$ cat src/rtl/form_field_extract_url_decode_assert.svh
`ifndef FORM_FIELD_EXTRACT_URL_DECODE_ASSERT_SVH
`define FORM_FIELD_EXTRACT_URL_DECODE_ASSERT_SVH

// same-cycle implication
`define FFE_ASSERT_NOW(label, ante, cons, msg) \
  label: assert property (@(posedge clk) disable iff (rst) (ante) |-> (cons)) \
    else $error(msg);

// next-cycle implication
`define FFE_ASSERT_NEXT(label, ante, cons, msg) \
  label: assert property (@(posedge clk) disable iff (rst) (ante) |=> (cons)) \
    else $error(msg);

`endif

$ cat src/rtl/ffe_pkg.sv
package ffe_pkg;

  localparam int MAX_KEY_BYTES   = 8;
  localparam int MAX_VALUE_BYTES = 64;
  localparam int RES_DEPTH       = 4;
  localparam int RES_PER_WORD    = 3;

  localparam logic [63:0] KEY_TEXT_RST   = 64'd1684632435;
  localparam logic [3:0]  KEY_LENGTH_RST = 4'd4;
  localparam logic [6:0]  MAX_LENGTH_RST = 7'd32;

  localparam logic [7:0] CH_PERCENT = 8'h25;
  localparam logic [7:0] CH_PLUS    = 8'h2b;
  localparam logic [7:0] CH_MINUS   = 8'h2d;
  localparam logic [7:0] CH_SPACE   = 8'h20;
  localparam logic [7:0] CH_AMP     = 8'h26;
  localparam logic [7:0] CH_EQUAL   = 8'h3d;

  typedef enum logic [1:0] {
    CFG_KEY_TEXT,
    CFG_KEY_LENGTH,
    CFG_MAX_LENGTH
  } cfg_reg_t;

  typedef enum logic [1:0] {
    MODE_MATCH,
    MODE_SKIP,
    MODE_VALUE,
    MODE_DONE
  } scan_mode_t;

  typedef struct packed {
    logic [63:0] key_text;
    logic [3:0]  key_length;
    logic [6:0]  max_length;
  } cfg_t;

  typedef struct packed {
    logic [7:0] value_byte;
    logic       byte_valid;
    logic       last;
    logic       found;
  } result_t;

  typedef struct packed {
    scan_mode_t mode;
    logic [6:0] emitted;
  } step_status_t;

  // {valid, digit}
  function automatic logic [4:0] hex_digit(input logic [7:0] c);
    logic [4:0] r;
    r = 5'd0;
    if (c >= 8'h30 && c <= 8'h39) r = {1'b1, 4'(c - 8'h30)};
    else if (c >= 8'h61 && c <= 8'h66) r = {1'b1, 4'(c - 8'h57)};
    else if (c >= 8'h41 && c <= 8'h46) r = {1'b1, 4'(c - 8'h37)};
    return r;
  endfunction

  function automatic logic is_space(input logic [7:0] c);
    return (c == CH_SPACE) || (c >= 8'd9 && c <= 8'd13);
  endfunction

  // base-16 parse of a two byte escape: optional space or sign, then digits
  function automatic logic [7:0] decode_pair(input logic [7:0] c1, input logic [7:0] c2);
    logic [4:0] d1;
    logic [4:0] d2;
    logic [7:0] r;
    d1 = hex_digit(c1);
    d2 = hex_digit(c2);
    r  = 8'd0;
    if (is_space(c1) || c1 == CH_PLUS) begin
      if (d2[4]) r = {4'd0, d2[3:0]};
    end else if (c1 == CH_MINUS) begin
      if (d2[4]) r = 8'd0 - {4'd0, d2[3:0]};
    end else if (d1[4]) begin
      r = d2[4] ? {d1[3:0], d2[3:0]} : {4'd0, d1[3:0]};
    end
    return r;
  endfunction

  function automatic logic [7:0] plain_byte(input logic [7:0] c);
    return (c == CH_PLUS) ? CH_SPACE : c;
  endfunction

endpackage

$ cat src/rtl/ffe_step.sv
module ffe_step (
  input  logic                 clk,
  input  logic                 rst,
  input  logic                 fire,
  input  logic [7:0]           body_byte,
  input  logic                 end_of_body,
  input  ffe_pkg::cfg_t        cfg,
  output logic [1:0]           push_n,
  output ffe_pkg::result_t     push_words [ffe_pkg::RES_PER_WORD],
  output ffe_pkg::step_status_t status
);

  ffe_pkg::scan_mode_t mode, mode_next;
  logic [3:0] match_index, match_index_next;
  logic [7:0] held0, held0_next;
  logic [1:0] held_count, held_count_next;
  logic [6:0] emitted, emitted_next;
  logic       key_found, key_found_next;

  logic [3:0] klen;
  logic [6:0] lim;
  logic [7:0] kc;
  logic       w0, w1, g0, g1;
  logic [7:0] e0, e1;
  logic [6:0] em1;
  logic       clr;
  ffe_pkg::result_t res_last;

  always_comb begin
    mode_next        = mode;
    match_index_next = match_index;
    held0_next       = held0;
    held_count_next  = held_count;
    key_found_next   = key_found;
    w0  = 1'b0;
    w1  = 1'b0;
    e0  = ffe_pkg::CH_PERCENT;
    e1  = ffe_pkg::plain_byte(held0);
    clr = 1'b0;

    klen = (cfg.key_length > 4'(ffe_pkg::MAX_KEY_BYTES)) ?
           4'(ffe_pkg::MAX_KEY_BYTES) : cfg.key_length;
    lim  = (cfg.max_length > 7'(ffe_pkg::MAX_VALUE_BYTES)) ?
           7'(ffe_pkg::MAX_VALUE_BYTES) : cfg.max_length;
    kc   = cfg.key_text[{match_index[2:0], 3'b000} +: 8];

    if (end_of_body || body_byte == 8'd0) begin
      if (mode == ffe_pkg::MODE_VALUE) begin
        w0 = (held_count != 2'd0);
        w1 = (held_count >= 2'd2);
        held_count_next = 2'd0;
      end
      if (end_of_body) begin
        clr              = 1'b1;
        mode_next        = ffe_pkg::MODE_MATCH;
        match_index_next = 4'd0;
        held0_next       = 8'd0;
        held_count_next  = 2'd0;
        key_found_next   = 1'b0;
      end else begin
        mode_next = ffe_pkg::MODE_DONE;
      end
    end else begin
      case (mode)
        ffe_pkg::MODE_MATCH: begin
          if (match_index < klen) begin
            if (body_byte == kc) match_index_next = match_index + 4'd1;
            else if (body_byte == ffe_pkg::CH_AMP) match_index_next = 4'd0;
            else mode_next = ffe_pkg::MODE_SKIP;
          end else if (body_byte == ffe_pkg::CH_EQUAL) begin
            mode_next      = ffe_pkg::MODE_VALUE;
            key_found_next = 1'b1;
          end else if (body_byte == ffe_pkg::CH_AMP) begin
            match_index_next = 4'd0;
          end else begin
            mode_next = ffe_pkg::MODE_SKIP;
          end
        end
        ffe_pkg::MODE_SKIP: begin
          if (body_byte == ffe_pkg::CH_AMP) begin
            mode_next        = ffe_pkg::MODE_MATCH;
            match_index_next = 4'd0;
          end
        end
        ffe_pkg::MODE_VALUE: begin
          if (body_byte == ffe_pkg::CH_AMP) begin
            w0 = (held_count != 2'd0);
            w1 = (held_count >= 2'd2);
            held_count_next = 2'd0;
            mode_next       = ffe_pkg::MODE_DONE;
          end else if (held_count == 2'd1) begin
            held0_next      = body_byte;
            held_count_next = 2'd2;
          end else if (held_count >= 2'd2) begin
            w0 = 1'b1;
            e0 = ffe_pkg::decode_pair(held0, body_byte);
            held_count_next = 2'd0;
          end else if (body_byte == ffe_pkg::CH_PERCENT) begin
            held_count_next = 2'd1;
          end else begin
            w0 = 1'b1;
            e0 = ffe_pkg::plain_byte(body_byte);
          end
        end
        default: begin
        end
      endcase
    end

    // length limit applied per emitted byte, in order
    g0  = w0 && (emitted < lim);
    em1 = emitted + 7'(g0);
    g1  = w1 && (em1 < lim);
    emitted_next = clr ? 7'd0 : (em1 + 7'(g1));

    res_last = '{value_byte: 8'd0, byte_valid: 1'b0, last: 1'b1, found: key_found};
    push_words[0] = res_last;
    push_words[1] = res_last;
    push_words[2] = res_last;
    if (g0) push_words[0] = '{value_byte: e0, byte_valid: 1'b1, last: 1'b0, found: 1'b0};
    if (g1) push_words[g0 ? 1 : 0] =
              '{value_byte: e1, byte_valid: 1'b1, last: 1'b0, found: 1'b0};
    if (g0 && g1) push_words[2] = res_last;
    push_n = fire ? (2'(g0) + 2'(g1) + 2'(end_of_body)) : 2'd0;
  end

  always_ff @(posedge clk) begin
    if (rst) begin
      mode        <= ffe_pkg::MODE_MATCH;
      match_index <= 4'd0;
      held0       <= 8'd0;
      held_count  <= 2'd0;
      emitted     <= 7'd0;
      key_found   <= 1'b0;
    end else if (fire) begin
      mode        <= mode_next;
      match_index <= match_index_next;
      held0       <= held0_next;
      held_count  <= held_count_next;
      emitted     <= emitted_next;
      key_found   <= key_found_next;
    end
  end

  assign status = '{mode: mode, emitted: emitted};

endmodule

$ cat src/rtl/ffe_res_fifo.sv
module ffe_res_fifo (
  input  logic             clk,
  input  logic             rst,
  input  logic [1:0]       push_n,
  input  ffe_pkg::result_t push_words [ffe_pkg::RES_PER_WORD],
  input  logic             pop,
  output ffe_pkg::result_t head,
  output logic             not_empty,
  output logic [2:0]       count
);

  ffe_pkg::result_t mem [ffe_pkg::RES_DEPTH];
  logic [1:0] wr_ptr;
  logic [1:0] rd_ptr;
  logic       do_pop;

  assign not_empty = (count != 3'd0);
  assign do_pop    = pop && not_empty;
  assign head      = mem[rd_ptr];

  always_ff @(posedge clk) begin
    for (int i = 0; i < ffe_pkg::RES_PER_WORD; i++) begin
      if (2'(i) < push_n) mem[wr_ptr + 2'(i)] <= push_words[i];
    end
  end

  always_ff @(posedge clk) begin
    if (rst) begin
      wr_ptr <= 2'd0;
      rd_ptr <= 2'd0;
      count  <= 3'd0;
    end else begin
      wr_ptr <= wr_ptr + push_n;
      rd_ptr <= rd_ptr + 2'(do_pop);
      count  <= count + 3'(push_n) - 3'(do_pop);
    end
  end

endmodule

$ cat src/rtl/form_field_extract_url_decode.sv
// Form field extractor with URL decoding.
// Input channel (in_valid/in_ready): one word per body byte, body_byte plus
// end_of_body; a zero body_byte ends the value, end_of_body closes the body.
// Output channel (out_valid/out_ready): one word per result: a decoded value
// byte (byte_valid), or the closing word (last, found) for each end_of_body.
// Config channel (cfg_valid/cfg_ready, cfg_index, cfg_data): 0 key_text,
// 1 key_length, 2 max_length; always ready. The user must write it only
// while idle; the block does not enforce this. An accepted word waits in
// the input register until the result queue has room for its results.
// Throughput: one input word per cycle while each word yields at most one
// result and the receiver keeps up; a word is processed only when the
// four-entry result queue holds at most one entry, since a word can yield up
// to three results (two flushed value bytes and the closing word).
// Stall: when out_ready is low, results wait in the queue, then the input
// register fills and in_ready drops; nothing is lost or repeated.
// Reset: queue and input register empty, scan state cleared, registers take
// key text "ssid", key_length 4 and max_length 32.
module form_field_extract_url_decode (
  input  logic        clk,
  input  logic        rst,
  input  logic        in_valid,
  output logic        in_ready,
  input  logic [7:0]  body_byte,
  input  logic        end_of_body,
  output logic        out_valid,
  input  logic        out_ready,
  output logic [7:0]  value_byte,
  output logic        byte_valid,
  output logic        last,
  output logic        found,
  input  logic        cfg_valid,
  output logic        cfg_ready,
  input  logic [1:0]  cfg_index,
  input  logic [63:0] cfg_data
);

  ffe_pkg::cfg_t cfg;
  logic          in_full;
  logic [7:0]    in_byte;
  logic          in_eob;
  logic          fire;
  logic [1:0]    push_n;
  logic [2:0]    fifo_count;
  ffe_pkg::result_t     push_words [ffe_pkg::RES_PER_WORD];
  ffe_pkg::result_t     head;
  ffe_pkg::step_status_t status;

  assign cfg_ready = 1'b1;

  always_ff @(posedge clk) begin
    if (rst) begin
      cfg.key_text   <= ffe_pkg::KEY_TEXT_RST;
      cfg.key_length <= ffe_pkg::KEY_LENGTH_RST;
      cfg.max_length <= ffe_pkg::MAX_LENGTH_RST;
    end else if (cfg_valid && cfg_ready) begin
      case (cfg_index)
        ffe_pkg::CFG_KEY_TEXT:   cfg.key_text   <= cfg_data;
        ffe_pkg::CFG_KEY_LENGTH: cfg.key_length <= cfg_data[3:0];
        ffe_pkg::CFG_MAX_LENGTH: cfg.max_length <= cfg_data[6:0];
        default: begin
        end
      endcase
    end
  end

  assign fire     = in_full &&
                    (fifo_count <= 3'(ffe_pkg::RES_DEPTH - ffe_pkg::RES_PER_WORD));
  assign in_ready = !in_full || fire;

  always_ff @(posedge clk) begin
    if (rst) begin
      in_full <= 1'b0;
    end else if (in_ready) begin
      in_full <= in_valid;
    end
  end

  always_ff @(posedge clk) begin
    if (in_valid && in_ready) begin
      in_byte <= body_byte;
      in_eob  <= end_of_body;
    end
  end

  ffe_step u_step (
    .clk         (clk),
    .rst         (rst),
    .fire        (fire),
    .body_byte   (in_byte),
    .end_of_body (in_eob),
    .cfg         (cfg),
    .push_n      (push_n),
    .push_words  (push_words),
    .status      (status)
  );

  ffe_res_fifo u_fifo (
    .clk        (clk),
    .rst        (rst),
    .push_n     (push_n),
    .push_words (push_words),
    .pop        (out_ready),
    .head       (head),
    .not_empty  (out_valid),
    .count      (fifo_count)
  );

  assign value_byte = head.value_byte;
  assign byte_valid = head.byte_valid;
  assign last       = head.last;
  assign found      = head.found;

`include "form_field_extract_url_decode_assert.svh"

  `FFE_ASSERT_NEXT(a_eob_clears, fire && in_eob,
    status.mode == ffe_pkg::MODE_MATCH && status.emitted == 7'd0,
    "end of body did not clear scan state")

  `FFE_ASSERT_NEXT(a_eob_queued, fire && in_eob, fifo_count != 3'd0,
    "closing word not queued")

  `FFE_ASSERT_NOW(a_queue_bound, 1'b1,
    fifo_count <= 3'(ffe_pkg::RES_DEPTH),
    "result queue overflow")

endmodule

$ cat config.mk
export PLATFORM = sky130hd
export DESIGN_NAME = form_field_extract_url_decode
export DESIGN_NICKNAME = d
export VERILOG_FILES = /design/src/rtl/ffe_pkg.sv /design/src/rtl/ffe_step.sv /design/src/rtl/ffe_res_fifo.sv /design/src/rtl/form_field_extract_url_decode.sv
export VERILOG_INCLUDE_DIRS = /design/src /design/src/rtl
export SDC_FILE = /design/constraint.sdc
export NUM_CORES = 1
export LEC_CHECK = 0
export ABC_AREA = 1
export BUFFER_PORTS_ARGS = -buffer_cell sky130_fd_sc_hd__clkbuf_2
export CORE_UTILIZATION = 54
export CTS_CLUSTER_DIAMETER = 50
export CTS_CLUSTER_SIZE = 10
export DETAILED_ROUTE_END_ITERATION = 8
export GPL_ROUTABILITY_DRIVEN = 0
export PLACE_DENSITY = 0.77
export SLEW_MARGIN = 20
export SYNTH_ARGS = -nofsm -noshare
export SYNTH_HDL_FRONTEND = slang
export SYNTH_SLANG_ARGS = --single-unit
$ cat constraint.sdc
create_clock -name clk -period 6.2 [get_ports clk]
set_clock_uncertainty 0.2 [all_clocks]
set_input_delay 0.62 -clock clk [delete_from_list [all_inputs] [get_ports clk]]
set_output_delay 0.62 -clock clk [all_outputs]
set_load 0.1 [all_outputs]
==> results.sh <==
export IMPL_outcome="completed"
export IMPL_slew_violations=0
export IMPL_ios=94
export IMPL_via_per_inst=5.50
export IMPL_cp_arrival_ns=5.75
export IMPL_io_buffers=92
export IMPL_postSynthAreaPerCell_um2=7.17
export IMPL_dr_pass1_iters=5
export IMPL_area_growth_pct=14.4
export IMPL_rows=47
export IMPL_clock_latency_ns=0.44
export IMPL_hold_viol=0
export IMPL_yosysWarningCount=0
export IMPL_yosysTopAreaCell="dfxtp_1"
export IMPL_gr_usage_all_layers_pct=27.0
export IMPL_seq_area_frac_synth_pct=40.6
export IMPL_total_leakage_power_nw=4.87
export IMPL_cts_buffer_depth=2
export IMPL_synth_seq_cells=160
export IMPL_drt_iter0_markers=753
export IMPL_post_route_util_pct=63.4
export IMPL_max_stage_delay_ns=0.49
export IMPL_drive_gt1_share_pct=13.7
export IMPL_root_buffer="clkbuf_16"
export IMPL_reg2reg_to="u_fifo.mem[0][9]$_SDFFCE_PP0P_"
export IMPL_cts_hold_buf=0
export IMPL_synth_area_leaders="dfxtp_1, edfxtp_1, nor2_1, nand2_1, o21ai_0"
export IMPL_worstSetupStartpointType="register"
export IMPL_nNetsFinal=1484
export IMPL_synth_top_cell_area_share_pct=23.3
export IMPL_grt_max_degree=79
export IMPL_vdd_drop_max_uv=324
export IMPL_synth_nets=1402
export IMPL_grt_pass1_vias=8016
export IMPL_setup_viol=0
export IMPL_grt_overflow=0
export IMPL_timing_worst_setup_path_type="reg2reg"
export IMPL_clkSinkCount=160
export IMPL_n_antenna_cell=0
export IMPL_slowest_stage="edfxtp_1"
export IMPL_min_period_over_period_pct=93.6
export IMPL_relSlewSlack_pct=27.0
export IMPL_synthDistinctLibCells=45
export IMPL_fin_tns_setup_ns=0
export IMPL_antenna_found_initial=0
export IMPL_fin_hold_ws_ns=0.156
export IMPL_synth_cells=1283
export IMPL_r2r_start="in_byte[1]$_DFFE_PP_"
export IMPL_grt_pass1_wl_um=38400
export IMPL_period_needed_ns=5.80
export IMPL_path_clk_slew_ns=0.06
export IMPL_max_freq_ghz=0.172
export IMPL_coreArea_um2=16600
export IMPL_die_y_um=133
export IMPL_numCtsBuffers=17
export IMPL_htree_levels=4
export IMPL_synth_area_um2=9200
export IMPL_cp_common_cell="inv_1"
export IMPL_required_ns=6.15
export IMPL_wl_um=23200
export IMPL_cp_max_fo=7
export IMPL_place_area_um2=9820
export IMPL_nFillCells=1490
export IMPL_cp_end_kind="register"
export IMPL_post_drt_wl_per_cell_um=14.5
export IMPL_die_area_um2=17600
export IMPL_tightest_slew_ns=1.09
export IMPL_rrSetupSlack_ns=0.40
export IMPL_die_width_um=133
export IMPL_route_detailed_drc=0
export IMPL_vias=8796
export IMPL_place_hpwl_um=16500
export IMPL_reg2reg_depth=34
export IMPL_hold_path_class="in2reg"
export IMPL_start_util_pct=55.5
export IMPL_min_path_cells=1
export IMPL_detail_route_antenna_nets=0
export IMPL_timing_hold_worst_start="body_byte[0]"
export IMPL_power_density_nw_per_um2=305
export IMPL_tritoncts="built"
export IMPL_holdPathEnd="in_byte[0]$_DFFE_PP_"
export IMPL_fin_area_um2=10500
export IMPL_max_cap_viol_count=0
cell families (layout without fill, tap and decap cells):
group                      count (synthesis)  after routing  synth area share [%]
adders and majority gates                 39             39                  5.47
DFF                                      160            160                  40.6
AOI/OAI and AO/OA                        274            274                  16.1
xor gates and xnor gates                  21             21                  2.00
and+or+nand+nor                          598            598                  27.6
buffers and inverters                    190            285                  8.24
other                                      1              1                0.0408
worst max-delay path by stage:
stage                         start                             end
3_5_place_dp   in_byte[1]$_DFFE_PP_  u_fifo.mem[1][3]$_SDFFCE_PP0P_
3_3_place_gp   in_byte[1]$_DFFE_PP_  u_fifo.mem[3][2]$_SDFFCE_PP0P_
6_report       in_byte[1]$_DFFE_PP_  u_fifo.mem[0][9]$_SDFFCE_PP0P_
5_1_grt        in_byte[1]$_DFFE_PP_      u_fifo.count[2]$_SDFF_PP0_
2_1_floorplan  in_byte[0]$_DFFE_PP_      u_fifo.mem[0][0]$_DFFE_PP_
4_1_cts        in_byte[1]$_DFFE_PP_  u_fifo.mem[1][6]$_SDFFCE_PP0P_
power breakdown:
group	switching (mW)	internal [mW]	leakage, nW	total [mW]
Sequential	0.0743	1.16	1.34	1.23
Combinational	0.700	0.223	3.23	0.922
Clock	0.450	0.606	0.296	1.06
Total	1.22	1.99	4.87	3.21
per-stage QoR:
step                      power, mW  setup slack [ns]  std cells
final                          3.21             0.399       1598
after global routing           3.36          -0.00741       1598
after CTS                      3.20            0.0209       1587
after detailed placement       2.16            0.0374       1555
after global placement         2.14             0.345       1554
after floorplan                1.97            -0.177       1283
state kept, by name, indices dropped and copies added, names as in the netlist:
| name | count |
|---|---|
| u_step.match_index | 4 |
| cfg | 75 |
| u_step.held_count | 2 |
| u_step.key_found | 1 |
| u_fifo.mem | 44 |
| in_byte | 8 |
| u_fifo.count | 3 |
| u_step.emitted | 7 |
| u_step.mode | 2 |
| u_fifo.rd_ptr | 2 |
| in_eob | 1 |
| in_full | 1 |
| u_fifo.wr_ptr | 2 |
| u_step.held0 | 8 |
placed cells by master (no fill, tap or decap), types with 3 or more instances in the layout:
master | Yosys | routed
nor3_4 | 3 | 3
inv_6 | 0 | 4
o21ai_1 | 2 | 3
xnor2_1 | 5 | 5
o211ai_1 | 11 | 11
nand3_1 | 102 | 102
nor3_1 | 17 | 16
clkbuf_16 | 0 | 19
nand2_1 | 216 | 216
buf_4 | 5 | 31
ha_1 | 37 | 37
nor2_4 | 3 | 5
o21ai_0 | 143 | 142
dfxtp_1 | 107 | 107
o311ai_1 | 0 | 3
o22ai_1 | 12 | 12
edfxtp_1 | 53 | 53
nor2_2 | 5 | 6
nand4_1 | 10 | 10
nor2_1 | 233 | 230
xor2_1 | 16 | 16
clkbuf_2 | 0 | 92
inv_2 | 6 | 9
clkinv_2 | 0 | 4
inv_1 | 124 | 119
a211oi_1 | 10 | 10
a21oi_1 | 83 | 82
area by class of cell:
class                      instances  area [µm²]  share of cell area (%)
clock buffer                      19         475                    4.52
clock inverter                    13         121                    1.15
inverter                         130         488                    4.64
multi-input combinational        933        4730                    45.0
sequential                       160        3730                    35.5
tap                              220         275                    2.62
timing repair buffer             123         693                    6.59
worst max-delay path, delay by kind of cell, from the launching register on:
family | cells | cell delay, ns
XOR/XNOR | 1 | 0.17
AND/OR/NAND/NOR | 11 | 1.55
flip-flops | 1 | 0.49
buffers and inverters | 11 | 1.34
adder cells (fa/ha/maj) | 5 | 1.04
AO/OA/AOI/OAI | 6 | 0.71
per-layer routing:
layer	up-vias	part of all wire [%]	global-route usage, %
met5	-	0	0
met4	0	2.2	9.51
met2	326	46	42.7
li1	4421	-	-
met3	51	6.4	5.25
met1	3998	46	36.9
cell usage after synthesis, drive strengths merged:
library cell	count
edfxtp	53
a211oi	10
o22ai	12
a31o	1
nor2	241
nand3b	2
a21boi	1
nor4	1
o311ai	4
o21a	1
nand2	218
a31oi	1
conb	1
o211ai	11
ha	37
nand4	11
a21oi	84
nor3	21
a211o	1
dfxtp	107
a2111oi	1
or2	1
o221ai	1
nand3	103
xor2	16
clkbuf	44
buf	16
xnor2	5
o21ai	146
fa	2
inv	130
timing repair:
| item | CTS | global route |
|---|---|---|
| setup buffers | 0 | 11 |
| endpoints found under the setup margin | 0 | 71 |
| gates resized for setup | 0 | 10 |
Power figures use the tool's default switching activity.
